===== config.mk =====
export PLATFORM = sky130hd
export DESIGN_NAME = gmor_ctrl
export DESIGN_NICKNAME = d
export VERILOG_FILES = /design/src/rtl/gmor_pkg.sv /design/src/rtl/gmor_ctrl.sv
export SDC_FILE = /design/constraint.sdc
export NUM_CORES = 1
export LEC_CHECK = 0
export BUFFER_PORTS_ARGS = -buffer_cell sky130_fd_sc_hd__buf_4
export CAP_MARGIN = 20
export CELL_PAD_IN_SITES_DETAIL_PLACEMENT = 1
export CELL_PAD_IN_SITES_GLOBAL_PLACEMENT = 2
export CORE_AREA = 2 2 83 85
export DETAILED_ROUTE_END_ITERATION = 10
export DIE_AREA = 0 0 85 87
export GPL_ROUTABILITY_DRIVEN = 0
export GPL_TIMING_DRIVEN = 0
export PLACE_DENSITY_LB_ADDON = 0.3
export SYNTH_ARGS = -nofsm -noshare
export SYNTH_HDL_FRONTEND = slang
export SYNTH_SLANG_ARGS = --single-unit

===== constraint.sdc =====
create_clock -name i_clk -period 2.4 [get_ports i_clk]
set_input_delay 0.24 -clock i_clk [delete_from_list [all_inputs] [get_ports i_clk]]
set_output_delay 0.24 -clock i_clk [all_outputs]
set_load 0.1 [all_outputs]

===== src/rtl/gmor_pkg.sv =====
`timescale 1ns / 1ps
// Shared types, constants and helper functions for the grid MAD outlier removal block.
// Used by the controller, the datapath and the top level.
package gmor_pkg;

    // Defaults for the top level parameters.
    localparam int MAX_ROWS_DEF   = 32;
    localparam int MAX_COLS_DEF   = 32;
    localparam int COORD_BITS_DEF = 24;

    // Fixed field widths.
    localparam int FIELD_W    = 24;
    localparam int ROWCOL_W   = 5;
    localparam int CMD_W      = 2;
    localparam int CFG_IDX_W  = 2;
    localparam int CFG_DATA_W = 16;
    localparam int DIM_W      = 6;
    localparam int SIGMA_W    = 16;
    localparam int D_W        = 52;
    localparam int CNT_W      = 11;
    localparam int GRID_IDX_W = 10;

    localparam logic [CNT_W-1:0]   REM_MAX    = 11'd2047;
    localparam logic [DIM_W-1:0]   ROWS_RST   = 6'd32;
    localparam logic [DIM_W-1:0]   COLS_RST   = 6'd32;
    localparam logic [SIGMA_W-1:0] SIGMA_RST  = 16'd768;

    // Threshold scaling: floor(65536 / 0.6745) and the digit-serial product.
    localparam int KC_W     = 33;
    localparam logic [KC_W-1:0] MAD_INV_Q16 = 33'd97162;
    localparam int DIGIT_W  = 13;
    localparam int DIGITS   = 4;
    localparam int PROD_W   = DIGIT_W + KC_W;
    localparam int ACC_W    = D_W + KC_W;
    localparam int SCALE_SH = 24;
    localparam int TERM_W   = ACC_W - SCALE_SH;

    typedef enum logic [CMD_W-1:0] {
        CMD_LOAD    = 2'd0,
        CMD_COMPUTE = 2'd1,
        CMD_READ    = 2'd2,
        CMD_NOP     = 2'd3
    } t_cmd;

    localparam logic [CFG_IDX_W-1:0] CFG_ROWS  = 2'd0;
    localparam logic [CFG_IDX_W-1:0] CFG_COLS  = 2'd1;
    localparam logic [CFG_IDX_W-1:0] CFG_SIGMA = 2'd2;

    // Commands from the controller to the datapath.
    typedef struct packed {
        logic clr_wr;
        logic walk_rst;
        logic walk_inc;
        logic ld_wr;
        logic rd_issue;
        logic rd_cap;
        logic pt_issue;
        logic ctr_cap;
        logic nb_inc;
        logic nb_issue;
        logic nb_cap;
        logic mul_step;
        logic d_store;
        logic d_min;
        logic mark_wr;
        logic n_rst;
        logic zero_stats;
        logic sel_init;
        logic sel_issue;
        logic sel_bit;
        logic sel_mad;
        logic thr_init;
        logic thr_mul;
        logic thr_acc;
        logic thr_fin;
        logic push_rd;
        logic push_cp;
    } t_dp_cmd;

    // Status from the datapath to the controller.
    typedef struct packed {
        logic walk_last;
        logic in_region;
        logic pt_valid;
        logic nb_last;
        logic nb_in_range;
        logic mul_last;
        logic n_zero;
        logic sel_last;
        logic pipe_empty;
        logic bit_last;
        logic thr_last;
        logic out_free;
    } t_dp_status;

    // Row and column offsets of the eight neighbors, two's complement.
    function automatic logic [GRID_IDX_W-1:0] nb_dr(input logic [2:0] k);
        logic [GRID_IDX_W-1:0] v;
        case (k)
            3'd0, 3'd1, 3'd2: v = '1;
            3'd3, 3'd4:       v = '0;
            default:          v = GRID_IDX_W'(1);
        endcase
        return v;
    endfunction

    function automatic logic [GRID_IDX_W-1:0] nb_dc(input logic [2:0] k);
        logic [GRID_IDX_W-1:0] v;
        case (k)
            3'd0, 3'd3, 3'd5: v = '1;
            3'd1, 3'd6:       v = '0;
            default:          v = GRID_IDX_W'(1);
        endcase
        return v;
    endfunction

endpackage


===== src/rtl/gmor_ctrl.sv =====
`timescale 1ns / 1ps
// Controller state machine of the grid MAD outlier removal block.
// Depends on gmor_pkg for the command and status structs.
module gmor_ctrl import gmor_pkg::*; (
    input  logic              i_clk,
    input  logic              i_rst_n,
    input  logic              i_req_valid,
    input  logic [CMD_W-1:0]  i_cmd,
    output logic              o_req_stall,
    input  t_dp_status        i_st,
    output t_dp_cmd           o_ctl
);
    typedef enum logic [17:0] {
        S_CLEAR     = 18'h00001,
        S_IDLE      = 18'h00002,
        S_RD        = 18'h00004,
        S_PUSH_RD   = 18'h00008,
        S_P_ISSUE   = 18'h00010,
        S_P_CAP     = 18'h00020,
        S_N_ISSUE   = 18'h00040,
        S_N_CAP     = 18'h00080,
        S_MUL       = 18'h00100,
        S_USE       = 18'h00200,
        S_MARK      = 18'h00400,
        S_SEL_INIT  = 18'h00800,
        S_SEL_RUN   = 18'h01000,
        S_SEL_DRAIN = 18'h02000,
        S_SEL_BIT   = 18'h04000,
        S_THR_INIT  = 18'h08000,
        S_THR_MUL   = 18'h10000,
        S_THR_ACC   = 18'h20000
    } t_state;

    t_state r_state, n_state;
    logic   r_ph2, n_ph2;
    logic   r_madm, n_madm;
    logic   r_fin, n_fin;
    logic   r_pushcp, n_pushcp;

    always_ff @(posedge i_clk) begin
        if (!i_rst_n) begin
            r_state  <= S_CLEAR;
            r_ph2    <= 1'b0;
            r_madm   <= 1'b0;
            r_fin    <= 1'b0;
            r_pushcp <= 1'b0;
        end else begin
            r_state  <= n_state;
            r_ph2    <= n_ph2;
            r_madm   <= n_madm;
            r_fin    <= n_fin;
            r_pushcp <= n_pushcp;
        end
    end

    always_comb begin
        logic go_nb_next;
        logic go_cell_end;
        go_nb_next  = 1'b0;
        go_cell_end = 1'b0;
        n_state     = r_state;
        n_ph2       = r_ph2;
        n_madm      = r_madm;
        n_fin       = 1'b0;
        n_pushcp    = r_pushcp;
        o_ctl       = '0;
        o_ctl.sel_mad = r_madm;
        o_req_stall = (r_state != S_IDLE) || r_fin || r_pushcp;

        // Threshold finish (single-cycle) and compute result push (held until
        // out_free) are carried by flags so the state set stays compact.
        if (r_fin) begin
            o_ctl.thr_fin  = 1'b1;
            o_ctl.walk_rst = 1'b1;
        end else if (r_pushcp) begin
            if (i_st.out_free) begin
                o_ctl.push_cp = 1'b1;
                n_pushcp      = 1'b0;
            end
        end else begin
            case (r_state)
                S_CLEAR: begin
                    o_ctl.clr_wr   = 1'b1;
                    o_ctl.walk_inc = 1'b1;
                    if (i_st.walk_last) begin
                        n_state = S_IDLE;
                    end
                end
                S_IDLE: begin
                    if (i_req_valid) begin
                        case (i_cmd)
                            CMD_LOAD: o_ctl.ld_wr = 1'b1;
                            CMD_COMPUTE: begin
                                o_ctl.walk_rst = 1'b1;
                                o_ctl.n_rst    = 1'b1;
                                n_ph2          = 1'b0;
                                n_state        = S_P_ISSUE;
                            end
                            CMD_READ: begin
                                o_ctl.rd_issue = 1'b1;
                                n_state        = S_RD;
                            end
                            default: ;
                        endcase
                    end
                end
                S_RD: begin
                    o_ctl.rd_cap = 1'b1;
                    n_state      = S_PUSH_RD;
                end
                S_PUSH_RD: begin
                    if (i_st.out_free) begin
                        o_ctl.push_rd = 1'b1;
                        n_state       = S_IDLE;
                    end
                end
                S_P_ISSUE: begin
                    o_ctl.pt_issue = 1'b1;
                    n_state        = S_P_CAP;
                end
                S_P_CAP: begin
                    o_ctl.ctr_cap = 1'b1;
                    if (i_st.in_region && i_st.pt_valid) begin
                        n_state = S_N_ISSUE;
                    end else begin
                        go_cell_end = 1'b1;
                    end
                end
                S_N_ISSUE: begin
                    if (i_st.nb_in_range) begin
                        o_ctl.nb_issue = 1'b1;
                        n_state        = S_N_CAP;
                    end else begin
                        go_nb_next = 1'b1;
                    end
                end
                S_N_CAP: begin
                    if (i_st.pt_valid) begin
                        o_ctl.nb_cap = 1'b1;
                        n_state      = S_MUL;
                    end else begin
                        go_nb_next = 1'b1;
                    end
                end
                S_MUL: begin
                    o_ctl.mul_step = 1'b1;
                    if (i_st.mul_last) begin
                        n_state = S_USE;
                    end
                end
                S_USE: begin
                    o_ctl.d_store = !r_ph2;
                    o_ctl.d_min   = r_ph2;
                    go_nb_next    = 1'b1;
                end
                S_MARK: begin
                    o_ctl.mark_wr  = 1'b1;
                    o_ctl.walk_inc = 1'b1;
                    if (i_st.walk_last) begin
                        n_pushcp = 1'b1;
                        n_state  = S_IDLE;
                    end else begin
                        n_state = S_P_ISSUE;
                    end
                end
                S_SEL_INIT: begin
                    o_ctl.sel_init = 1'b1;
                    n_state        = S_SEL_RUN;
                end
                S_SEL_RUN: begin
                    o_ctl.sel_issue = 1'b1;
                    if (i_st.sel_last) begin
                        n_state = S_SEL_DRAIN;
                    end
                end
                S_SEL_DRAIN: begin
                    if (i_st.pipe_empty) begin
                        n_state = S_SEL_BIT;
                    end
                end
                S_SEL_BIT: begin
                    o_ctl.sel_bit = 1'b1;
                    if (!i_st.bit_last) begin
                        n_state = S_SEL_RUN;
                    end else if (!r_madm) begin
                        n_madm  = 1'b1;
                        n_state = S_SEL_INIT;
                    end else begin
                        n_state = S_THR_INIT;
                    end
                end
                S_THR_INIT: begin
                    o_ctl.thr_init = 1'b1;
                    n_state        = S_THR_MUL;
                end
                S_THR_MUL: begin
                    o_ctl.thr_mul = 1'b1;
                    n_state       = S_THR_ACC;
                end
                S_THR_ACC: begin
                    o_ctl.thr_acc = 1'b1;
                    if (i_st.thr_last) begin
                        n_fin   = 1'b1;
                        n_ph2   = 1'b1;
                        n_state = S_P_ISSUE;
                    end else begin
                        n_state = S_THR_MUL;
                    end
                end
                default: n_state = S_IDLE;
            endcase
        end

        if (go_nb_next) begin
            if (i_st.nb_last) begin
                go_cell_end = 1'b1;
            end else begin
                o_ctl.nb_inc = 1'b1;
                n_state      = S_N_ISSUE;
            end
        end

        if (go_cell_end) begin
            if (r_ph2) begin
                n_state = S_MARK;
            end else begin
                o_ctl.walk_inc = 1'b1;
                if (!i_st.walk_last) begin
                    n_state = S_P_ISSUE;
                end else if (i_st.n_zero) begin
                    o_ctl.zero_stats = 1'b1;
                    n_state          = S_THR_INIT;
                end else begin
                    n_madm  = 1'b0;
                    n_state = S_SEL_INIT;
                end
            end
        end
    end
endmodule


Word-level counts from Yosys, hierarchy flattened --
Cells that the tools add are included.
Storage, ports and cells: output and inout bits 28, bits in registers 22
Operators by class: equality and inequality tests 24, bitwise logic cells 4, reductions and logical operators 9, multiplexer cells 100
Operators by type and width (count):
- $pmux 18 s18 | 1
- $mux 18 | 15
- $mux 16 | 4
- $mux 1 | 63
- $pmux 18 s2 | 1
- $eq 18x1->1 const B | 1
- $eq 18x10->1 const B | 1
- $eq 18x11->1 const B | 1
- $eq 18x12->1 const B | 1
- $eq 18x13->1 const B | 1
- $eq 18x14->1 const B | 1
- $eq 18x15->1 const B | 1
- $eq 18x16->1 const B | 1
- $eq 18x17->1 const B | 1
- $eq 18x18->1 const B | 1
- $eq 18x2->1 const B | 1
- $eq 18x3->1 const B | 1
- $eq 18x4->1 const B | 1
- $eq 18x5->1 const B | 1
- $eq 18x6->1 const B | 1
- $eq 18x7->1 const B | 1
- $eq 18x8->1 const B | 1
- $eq 18x9->1 const B | 1
- $ne 18x2->1 const B | 1
- other kinds (22) | 34

Longest topological paths before layout --
Gate-level depths: netlist of run 1.
depth in word-level cells 9, mapped depth 9, gate-level depth less buffers 9

Worst setup path before layout of run 1 --
Ideal clock, no wire load.
path kind flip-flop to flip-flop, start point reg r_state[12], end point reg r_state[17], arrival 4.447 ns, data required time 2.320 ns, setup time 0.080 ns, slack -2.127 ns, buffers on the path 1, stages on the path, launching flop included 7, cell sequence dfxtp_1 > clkbuf_1 > nor4_4 > nand4_1 > nor4b_1 > a21oi_1 > nor2_1
On the way: cells in the longest elaborated chain, start to end 7
RTL lines:
- start, declared | RTL line gmor_ctrl.sv:34 | t_state r_state, n_state;
- start signal, assigned | RTL line gmor_ctrl.sv:48 | r_state <= n_state;
- $eq 18x18->1, or another cell as far along | RTL line gmor_ctrl.sv:81 | case (r_state)
- $pmux 18 s18 or $mux 1 (tied branches) | RTL line gmor_ctrl.sv:81
- $mux 18 or $mux 1 (tied branches) | RTL line gmor_ctrl.sv:75 | end else if (r_pushcp) begin
- $mux 18 or $mux 1 (tied branches) | RTL line gmor_ctrl.sv:72 | if (r_fin) begin
- $mux 18 or $mux 1 (tied branches) | RTL line gmor_ctrl.sv:215 | if (i_st.nb_last) begin
- $mux 18 or $mux 1 (tied branches) | RTL line gmor_ctrl.sv:214 | if (go_nb_next) begin
- $mux 18 (*) | RTL line gmor_ctrl.sv:223 | if (go_cell_end) begin
Every way passes the cells marked *; elsewhere a longest branch is shown, timed or not. A chain may end at the register's enable or synchronous reset.

==> flow_summary.yaml, run 1 <==
synth:
  synth_top_family_by_area: "simple AND/OR/NAND/NOR gates"
  synth_top_cell_area_share: 0.232
  synth.distinct_cells: 60
  synthSimpleGateAreaFrac: 0.441
  synthFlopType: "dfxtp_1"
  netlist_area_sq_um: 1900
  synth-seq-cells: 22
  synthCells: 253
  synth_area_leaders: "dfxtp_1, nor2_1, nand2_1"
  syn_avg_cell_area_sq_um: 7.51
  synth-xor-area-share: 0.0231
  synth_compound_area_frac: 0.209
  async_flop_share: 0
  synthAdderAreaFrac: 0.0198
  synth_mux_area_frac: 0.0158
  synth_area_leader_cell: "dfxtp_1"
  synth-edff-count: 0
  ys_seq_area_frac: 0.232
  syn-num-nets: 273
  ys_warn_count: 0
routing:
  drc: 0
  routed_wl_microns: 7850
  vias: 2288
  first_pass_iters: 4
  drt.antenna.violating_nets: 0
  vias_per_cell: 5.53
  dr.first_iter.drc_count: 102
  wl_per_cell_microns: 18.9
sta:
  setup_tns_ns: -1.03
  grt_setup_unrepaired: "yes"
  max_freq_mhz: 376
  hold_violations: 0
  setup_viol: 10
  hold-worst-slack_ns: 0.173
  worst_pin_slew_ns: 0.985
  fin_skew_ns: 0.0128
  finalCritPeriodShare: 1.11
  fin_crit_ns: 2.66
  drv_slew: 0
  fin_ws_ns: -0.261
  relSlewSlack: 0.341
place:
  place_inst: 377
  postPlaceCellArea_sq_um: 2640
  place_ws_ns: -0.439
  hpwl_microns: 5060
  io_buffers: 44
clock_tree:
  root_buffer: "clkbuf_8"
  clkLatencyLatePin_ns: 0.27
  path_clk_slew_ns: 0.10
  max-clock-path-buffers: 2
  cts_inserted_buffers: 3
  cts_tree: "done"
  cts_sinks: 22
  cts.htree.levels: 1
  hold_buffers: 0
worst_setup_path:
  start_kind: "register"
  worstSetupEndpointType: "output port"
  slowest_stage: "or4_4"
  crit_arrival_ns: 2.42
  max_stage_delay_ns: 0.53
  crit_required_ns: 2.16
  worst-setup-path-type: "register to output port"
  crit_chain: "buf_6 -> or4_4 -> or4_4 -> or3b_4 -> nor2_4 -> buf_12"
  critical_path.most_common_cell: "or4_4"
  worst-path-max-fanout: 5
global_routing:
  grt_usage: 0.214
  grt.overflow.total: 0
  grt_pass1_wl_microns: 12500
  antenna_found_initial: 0
  grt_max_degree: 14
  grt_pass1_vias: 2353
die:
  core_sq_um: 6570
  die_w_microns: 85
  initial_utilization: 0.289
  rows: 30
  ioPinCount: 45
  dieArea_sq_um: 7400
  die_h_microns: 87
cells_and_area:
  stdcell_area_sq_um: 3370
  finalNetCount: 355
  drive_above_1_share: 0.521
  fin_cells: 414
  diodes: 0
  area_growth_pct: 77.2
worst_hold_path:
  hp-class: "input port to register"
run:
  cap_viol_max_count: 0
run_status:
  outcome: "complete, but fails checks"
  violations: "setup timing"
pwr:
  max-vdd-ir-drop_mv: 0.258
  p_leak_nw: 1.27
  power.density_nw_per_um2: 331
[worst max-delay path, delay by kind of cell (launching register included)]
family | cells | cell delay (ns)
buf+inv | 2 | 0.30
flops | 1 | 0.34
simple gates | 4 | 1.49
[what timing repair did]
item,4_1_cts,5_1_grt
endpoints found under the setup margin,41,28
pin swaps,22,17
gates resized for setup,78,28
buffers inserted,25,17
[layout make-up]
cell class                 count  area (sq um)
timing repair buffer          84           856
inverter                       7          26.3
fill                         749          3200
sequential                    22           482
buffer                         9           114
clock buffer                   3          41.3
tap                           80           100
clock inverter                 1          30.0
multi-input combinational    208          1720
[worst paths after layout]
kind / end / cells after the start / slack (ns) / startpoint
worst max-delay path: o_ctl[5] / 6 / -0.26 / r_state[0]
worst min-delay path: r_state[0] / 2 / 0.17 / i_rst_n
worst min register to register: r_pushcp / 2 / 0.53 / r_pushcp
worst max register to register: r_state[1] / 9 / -0.06 / r_state[0]
[layer usage]
metal	global-route usage	share of wire	vias up
met5	0	0	-
met4	0.0649	0.021	0
met3	0.0294	0.045	16
met2	0.377	0.51	63
met1	0.271	0.42	1115
li1	-	-	1094
[cell families after synthesis]
family,Yosys count
xor+xnor,5
simple gates,137
mux,3
compound gates,60
flops,22
fa+ha+maj,3
buf+inv,23
[stage by stage]
stage,total power [mW],util
global placement,0.670,0.402
global route,1.15,0.512
detailed placement,0.673,0.402
floorplan,0.591,-
CTS,1.10,0.483
finish,1.11,0.512
[cell usage after synthesis, drive strengths merged (2+ instances only)]
cell type / instances
nor2: 31
nand2b: 10
mux2i: 3
clkbuf: 13
buf: 3
o21ai: 16
inv: 6
o22ai: 4
nor3b: 4
or3b: 4
nor3: 18
nor4: 13
nor2b: 4
or3: 3
a211oi: 2
nor4b: 3
o21a: 4
xnor2: 3
nand3: 4
xor2: 2
nand4: 6
nand2: 23
ha: 3
a22o: 4
a21oi: 15
or4: 6
o22a: 3
o31ai: 3
dfxtp: 22
and3: 4
[report_power, final]
part | internal (mW) | total [mW] | switching, mW
clock | 0.223 | 0.360 | 0.137
combinational | 0.160 | 0.386 | 0.226
sequential | 0.361 | 0.367 | 0.00608
[layout by cell type, fill, tap and decap left out, drive strengths merged, types with 4 or more instances in the layout]
cell	count
a21oi	15
a22o	4
and3	4
buf	87
clkbuf	9
dfxtp	22
inv	6
nand2	23
nand2b	10
nand3	4
nand4	6
nor2	31
nor2b	4
nor3	18
nor3b	4
nor4	13
o21a	4
o21ai	16
o22ai	4
or3b	4
or4	6
[state kept, by name, indices dropped and copies added (netlist names)]
register and cells:
r_state 18, r_fin 1, r_madm 1, r_ph2 1, r_pushcp 1
No activity file was read; power rests on OpenSTA's default activity.
==> run 2, diff against run 1 <==
--- a/config.mk
+++ b/config.mk
@@ -9,12 +9,14 @@
 export CAP_MARGIN = 20
 export CELL_PAD_IN_SITES_DETAIL_PLACEMENT = 1
 export CELL_PAD_IN_SITES_GLOBAL_PLACEMENT = 2
-export CORE_AREA = 2 2 83 85
+export CORE_AREA = 2 2 82 84
+export CTS_BUF_LIST = sky130_fd_sc_hd__clkbuf_4
 export DETAILED_ROUTE_END_ITERATION = 10
-export DIE_AREA = 0 0 85 87
+export DIE_AREA = 0 0 84 86
 export GPL_ROUTABILITY_DRIVEN = 0
 export GPL_TIMING_DRIVEN = 0
 export PLACE_DENSITY_LB_ADDON = 0.3
+export SETUP_SLACK_MARGIN = 0.05
 export SYNTH_ARGS = -nofsm -noshare
 export SYNTH_HDL_FRONTEND = slang
 export SYNTH_SLANG_ARGS = --single-unit
==> flow_summary.yaml, run 2 (same netlist as run 1, synthesis figures left out) <==
run:
  cap_viol_max_count: 0
global_routing:
  grt_max_degree: 14
  grt_usage: 0.228
  grt_pass1_wl_microns: 13000
  grt.overflow.total: 0
  grt_pass1_vias: 2479
  antenna_found_initial: 0
place:
  place_ws_ns: -0.435
  hpwl_microns: 5230
  io_buffers: 44
sta:
  max_freq_mhz: 361
  hold-worst-slack_ns: 0.102
  grt_setup_unrepaired: "yes"
  hold_violations: 0
  drv_slew: 0
  fin_skew_ns: 0.00818
  worst_pin_slew_ns: 0.956
  fin_crit_ns: 2.77
  setup_tns_ns: -5.36
  setup_viol: 31
  fin_ws_ns: -0.368
  relSlewSlack: 0.360
  finalCritPeriodShare: 1.15
routing:
  wl_per_cell_microns: 22.7
  drt.antenna.violating_nets: 0
  vias_per_cell: 5.79
  drc: 0
  routed_wl_microns: 9960
  dr.first_iter.drc_count: 146
  vias: 2537
  first_pass_iters: 4
die:
  die_h_microns: 86
  ioPinCount: 45
  core_sq_um: 6280
  die_w_microns: 84
  rows: 29
  initial_utilization: 0.303
  dieArea_sq_um: 7220
cells_and_area:
  final_cell_mix: "buf_4, buf_6, nor2_1, nand2_1, buf_12"
  diodes: 0
  drive_above_1_share: 0.620
  largest_reg_flops: 18
  fillers: 684
  seqCellArea_sq_um: 500
  largest_register: "r_state"
  multi_input_area_sq_um: 1870
  final_common_cell: "buf_4"
  finalNetCount: 382
  area_growth_pct: 102
worst_setup_path:
  crit_arrival_ns: 2.53
  worst-setup-path-type: "register to output port"
  crit_required_ns: 2.16
  max_stage_delay_ns: 0.54
  worst-path-max-fanout: 5
  slowest_stage: "or4_4"
  start_kind: "register"
  critical_path.most_common_cell: "or4_4"
  crit_chain: "or4_4 -> or4_4 -> or3b_4 -> nor2_4 -> buf_12"
  worstSetupEndpointType: "output port"
  r2r_cells: 10
clock_tree:
  cts_tree: "done"
  path_clk_slew_ns: 0.17
  cts_sinks: 22
  root_buffer: "clkbuf_4"
  cts.htree.levels: 1
  clkLatencyLatePin_ns: 0.34
  hold_buffers: 0
  max-clock-path-buffers: 2
  cts_inserted_buffers: 3
pwr:
  p_int_mw: 0.741
  power_frac_seq: 0.312
  p_leak_nw: 1.46
  power_switching_mw: 0.424
  max-vdd-ir-drop_mv: 0.226
  switching_share: 0.364
  power.density_nw_per_um2: 303
  pwr-share-comb: 0.409
  clkPwrFrac: 0.279
run_status:
  violations: "setup timing"
  outcome: "complete, but fails checks"
worst_hold_path:
  hold_depth: 2
  hp-class: "input port to register"
[run 2: cell types whose count changed in the layout (fill, tap and decap cells not counted), moves of 3 or more]
cell | previous run | this run
dfxtp_2 | 9 | 6
buf_4 | 61 | 64
clkbuf_8 | 5 | 1
dfxtp_1 | 5 | 2
buf_12 | 15 | 20
clkbuf_4 | 0 | 3
buf_6 | 11 | 30
and3_2 | 3 | 0
dfxtp_4 | 8 | 14
and3_4 | 0 | 4
[run 2: final cells by class]
class                           count  area share
Tap cell                           77      0.0251
Sequential cell                    22       0.130
Timing Repair Buffer              112       0.312
Clock buffer                        3     0.00586
Multi-Input combinational cell    208       0.486
Clock inverter                      1     0.00782
Inverter                            7     0.00749
Buffer                              8      0.0261
[run 2: worst paths after layout]
check,end,slack (ns),from
setup / recovery,o_ctl[5],-0.37,r_state[1]
hold / removal,r_state[0],0.10,i_rst_n
setup reg to reg,r_state[10],-0.24,r_state[1]
hold reg to reg,r_pushcp,0.54,r_pushcp
[run 2: critical path: cells and delay by family (launching register included)]
family	cells	cell delay [ns]
simple gates	4	1.60
flops	1	0.40
buf+inv	1	0.18
[run 2: routing by layer]
layer	up-vias	wire length, microns	track usage
met4	0	320	0.0865
met3	24	495	0.0202
met2	91	5240	0.416
met5	-	0	0
li1	1152	-	-
met1	1270	3900	0.279
[run 2: what timing repair did]
action | CTS | global route
pin swaps | 27 | 32
endpoints found under the setup margin | 42 | 40
resized for setup | 105 | 75
setup buffers | 38 | 33
[run 2: power groups by stage]
| stage | clock network [mW] | registers, mW | logic (mW) |
|---|---|---|---|
| 6_report | 0.325 | 0.364 | 0.476 |
| 5_1_grt | 0.331 | 0.364 | 0.499 |
| 4_1_cts | 0.315 | 0.374 | 0.361 |
| 2_1_floorplan | 0 | 0.381 | 0.210 |
| 3_3_place_gp | 0 | 0.381 | 0.290 |
| 3_5_place_dp | 0 | 0.382 | 0.292 |
[run 2: stage by stage]
step	instance area, sq um	std cells	util	power, mW
3_3_place_gp	2640	374	0.421	0.671
5_1_grt	3840	438	0.612	1.19
3_5_place_dp	2640	374	0.421	0.673
4_1_cts	3330	408	0.531	1.05
2_1_floorplan	2210	253	-	0.591
6_report	3840	438	0.612	1.16
==> run 3, diff against run 2 <==
--- a/config.mk
+++ b/config.mk
@@ -5,14 +5,14 @@
 export SDC_FILE = /design/constraint.sdc
 export NUM_CORES = 1
 export LEC_CHECK = 0
+export ABC_AREA = 1
 export BUFFER_PORTS_ARGS = -buffer_cell sky130_fd_sc_hd__buf_4
 export CAP_MARGIN = 20
 export CELL_PAD_IN_SITES_DETAIL_PLACEMENT = 1
 export CELL_PAD_IN_SITES_GLOBAL_PLACEMENT = 2
-export CORE_AREA = 2 2 82 84
-export CTS_BUF_LIST = sky130_fd_sc_hd__clkbuf_4
+export CORE_AREA = 2 2 93 95
 export DETAILED_ROUTE_END_ITERATION = 10
-export DIE_AREA = 0 0 84 86
+export DIE_AREA = 0 0 95 97
 export GPL_ROUTABILITY_DRIVEN = 0
 export GPL_TIMING_DRIVEN = 0
 export PLACE_DENSITY_LB_ADDON = 0.3
==> flow_summary.yaml, run 3 <==
run_status:
  outcome: "complete, but fails checks"
  violations: "setup timing"
synth:
  synth-xor-area-share: 0
  synth_area_leaders: "dfxtp_1, nand2_1, nor2_1"
  netlist_area_sq_um: 2320
  synthAdderAreaFrac: 0.0162
  synth-edff-count: 0
  syn-num-nets: 416
  synth_common_cells: "nand2_1, nor2_1, inv_1"
  synth_top_cell_area_share: 0.190
  ys_seq_area_frac: 0.190
  synth.distinct_cells: 38
  synthFlopType: "dfxtp_1"
  synth_mux_area_frac: 0
  synthCells: 396
  synth_area_leader_cell: "dfxtp_1"
  synth_compound_area_frac: 0.127
  synth_top_family_by_area: "simple AND/OR/NAND/NOR gates"
  syn_avg_cell_area_sq_um: 5.86
  synthSimpleGateAreaFrac: 0.550
  async_flop_share: 0
  ys_warn_count: 0
  yosysMostFrequentCell: "nand2_1"
  synth-seq-cells: 22
worst_hold_path:
  holdPathEnd: "r_state[0]"
  hold_depth: 2
  hp-class: "input port to register"
  worstHoldStart: "i_rst_n"
routing:
  routed_wl_microns: 10600
  first_pass_iters: 4
  wl_per_cell_microns: 18.3
  vias: 3046
  dr.first_iter.drc_count: 116
  vias_per_cell: 5.25
  drt.antenna.violating_nets: 0
  drc: 0
global_routing:
  grt_pass1_wl_microns: 16300
  grt_usage: 0.229
  grt.overflow.total: 0
  grt_pass1_vias: 3013
  grt_max_degree: 14
  antenna_found_initial: 0
clock_tree:
  clkLatencyLatePin_ns: 0.29
  hold_buffers: 0
  cts.htree.levels: 1
  max-clock-path-buffers: 2
  cts_inserted_buffers: 3
  path_clk_slew_ns: 0.11
  root_buffer: "clkbuf_8"
  cts_sinks: 22
  cts_tree: "done"
worst_setup_path:
  slowest_stage: "dfxtp_4"
  crit_required_ns: 2.16
  max_stage_delay_ns: 0.38
  crit_chain: "nor2_4 -> nand2_4 -> nor2_8 -> buf_6 -> nand4_1 -> buf_4 -> nor2_4 -> nand2_8 -> nor3b_4 -> buf_12"
  r2r_setup_slack_ns: 0.09
  worst-setup-path-type: "register to output port"
  crit_arrival_ns: 2.17
  r2r_cells: 17
  start_kind: "register"
  worst-path-max-fanout: 6
  rr_startpoint: "r_state[8]"
  worstSetupEndpointType: "output port"
  rr_endpoint: "r_state[1]"
  critical_path.most_common_cell: "nor2_4"
sta:
  setup_viol: 1
  relSlewSlack: 0.460
  fin_skew_ns: 0.00462
  drv_slew: 0
  hold-worst-slack_ns: 0.187
  worst_pin_slew_ns: 0.810
  hold_violations: 0
  fin_crit_ns: 2.41
  grt_setup_unrepaired: "yes"
  finalCritPeriodShare: 1.00
  fin_ws_ns: -0.0115
  max_freq_mhz: 415
  setup_tns_ns: -0.0115
cells_and_area:
  final_cell_mix: "nand2_1, buf_4, nor2_1"
  final_common_cell: "nand2_1"
  post-route-util: 0.420
  drive_above_1_share: 0.356
  largest_register: "r_state"
  finalNetCount: 496
  diodes: 0
  area_growth_pct: 47.2
  largest_reg_flops: 18
  stdcell_area_sq_um: 3410
die:
  initial_utilization: 0.285
  dieArea_sq_um: 9220
  die_w_microns: 95
  ioPinCount: 45
  rows: 33
  core_sq_um: 8130
  die_h_microns: 97
place:
  io_buffers: 44
  hpwl_microns: 7560
  postPlaceCellArea_sq_um: 2920
  place_ws_ns: -0.0201
pwr:
  p_leak_nw: 1.57
  max-vdd-ir-drop_mv: 0.211
  power.density_nw_per_um2: 320
run:
  cap_viol_max_count: 0
[run 3: changes by cell type after synthesis, moves of 10 or more]
cell      before  now
nand2_1       23   89
inv_1          6   42
nor2_1        29   63
nand3_1        4   30
nand4_1        4   28
nand2b_1      10    0
[run 3: stage by stage]
stage	power, mW	instances
6_report	1.09	580
5_1_grt	1.13	580
4_1_cts	1.07	565
3_5_place_dp	0.659	545
3_3_place_gp	0.657	545
2_1_floorplan	0.578	396
[run 3: area by class of cell]
class                      count  area (sq um)
tap                          105           131
buffer                        16           120
sequential                    22           465
inverter                      46           179
clock inverter                 1          30.0
multi-input combinational    312          1810
timing repair buffer          75           641
fill                        1079          4720
clock buffer                   3          41.3
[run 3: routing by layer]
metal | share of wire | global-route usage | routed length, microns
met3 | 0.041 | 0.0257 | 436
met1 | 0.45 | 0.312 | 4780
met4 | 0.035 | 0.0803 | 377
met5 | 0 | 0 | 0
met2 | 0.47 | 0.371 | 5040
[run 3: cells by family (layout without fill, tap and decap cells)]
logic type               after synthesis  in the layout
AND/OR/NAND/NOR                      257            257
buffers and inverters                 62            141
AO/OA/AOI/OAI                         52             52
flip-flops                            22             22
adder cells (fa/ha/maj)                3              3
[run 3: worst max-delay path by stage]
| stage | cells past startpoint | start | endpoint |
|---|---|---|---|
| after floorplan | 5 | r_fin | o_ctl[15] |
| after global placement | 6 | r_fin | o_ctl[16] |
| after detailed placement | 6 | r_fin | o_ctl[16] |
| after CTS | 6 | r_fin | o_ctl[16] |
| after global routing | 8 | r_state[1] | o_ctl[23] |
| final | 10 | r_state[8] | o_ctl[23] |
[run 3: timing repair]
item,CTS,global route
buffers inserted,16,15
resized for setup,23,37
pin swaps,9,16
endpoints found under the hold margin,0,0
endpoints found under the setup margin,15,18
[run 3: report_power, final]
part,leakage (nW),internal [mW],switching [mW],total [mW]
Sequential,0.186,0.370,0.0132,0.383
Combinational,1.34,0.114,0.204,0.318
Clock,0.0357,0.224,0.166,0.390
Total,1.57,0.708,0.383,1.09
[run 3: critical path: cells and delay by family, from the launching register on]
kind | cells | cell delay, ns
buffers and inverters | 3 | 0.51
flip-flops | 1 | 0.38
AND/OR/NAND/NOR | 7 | 0.97
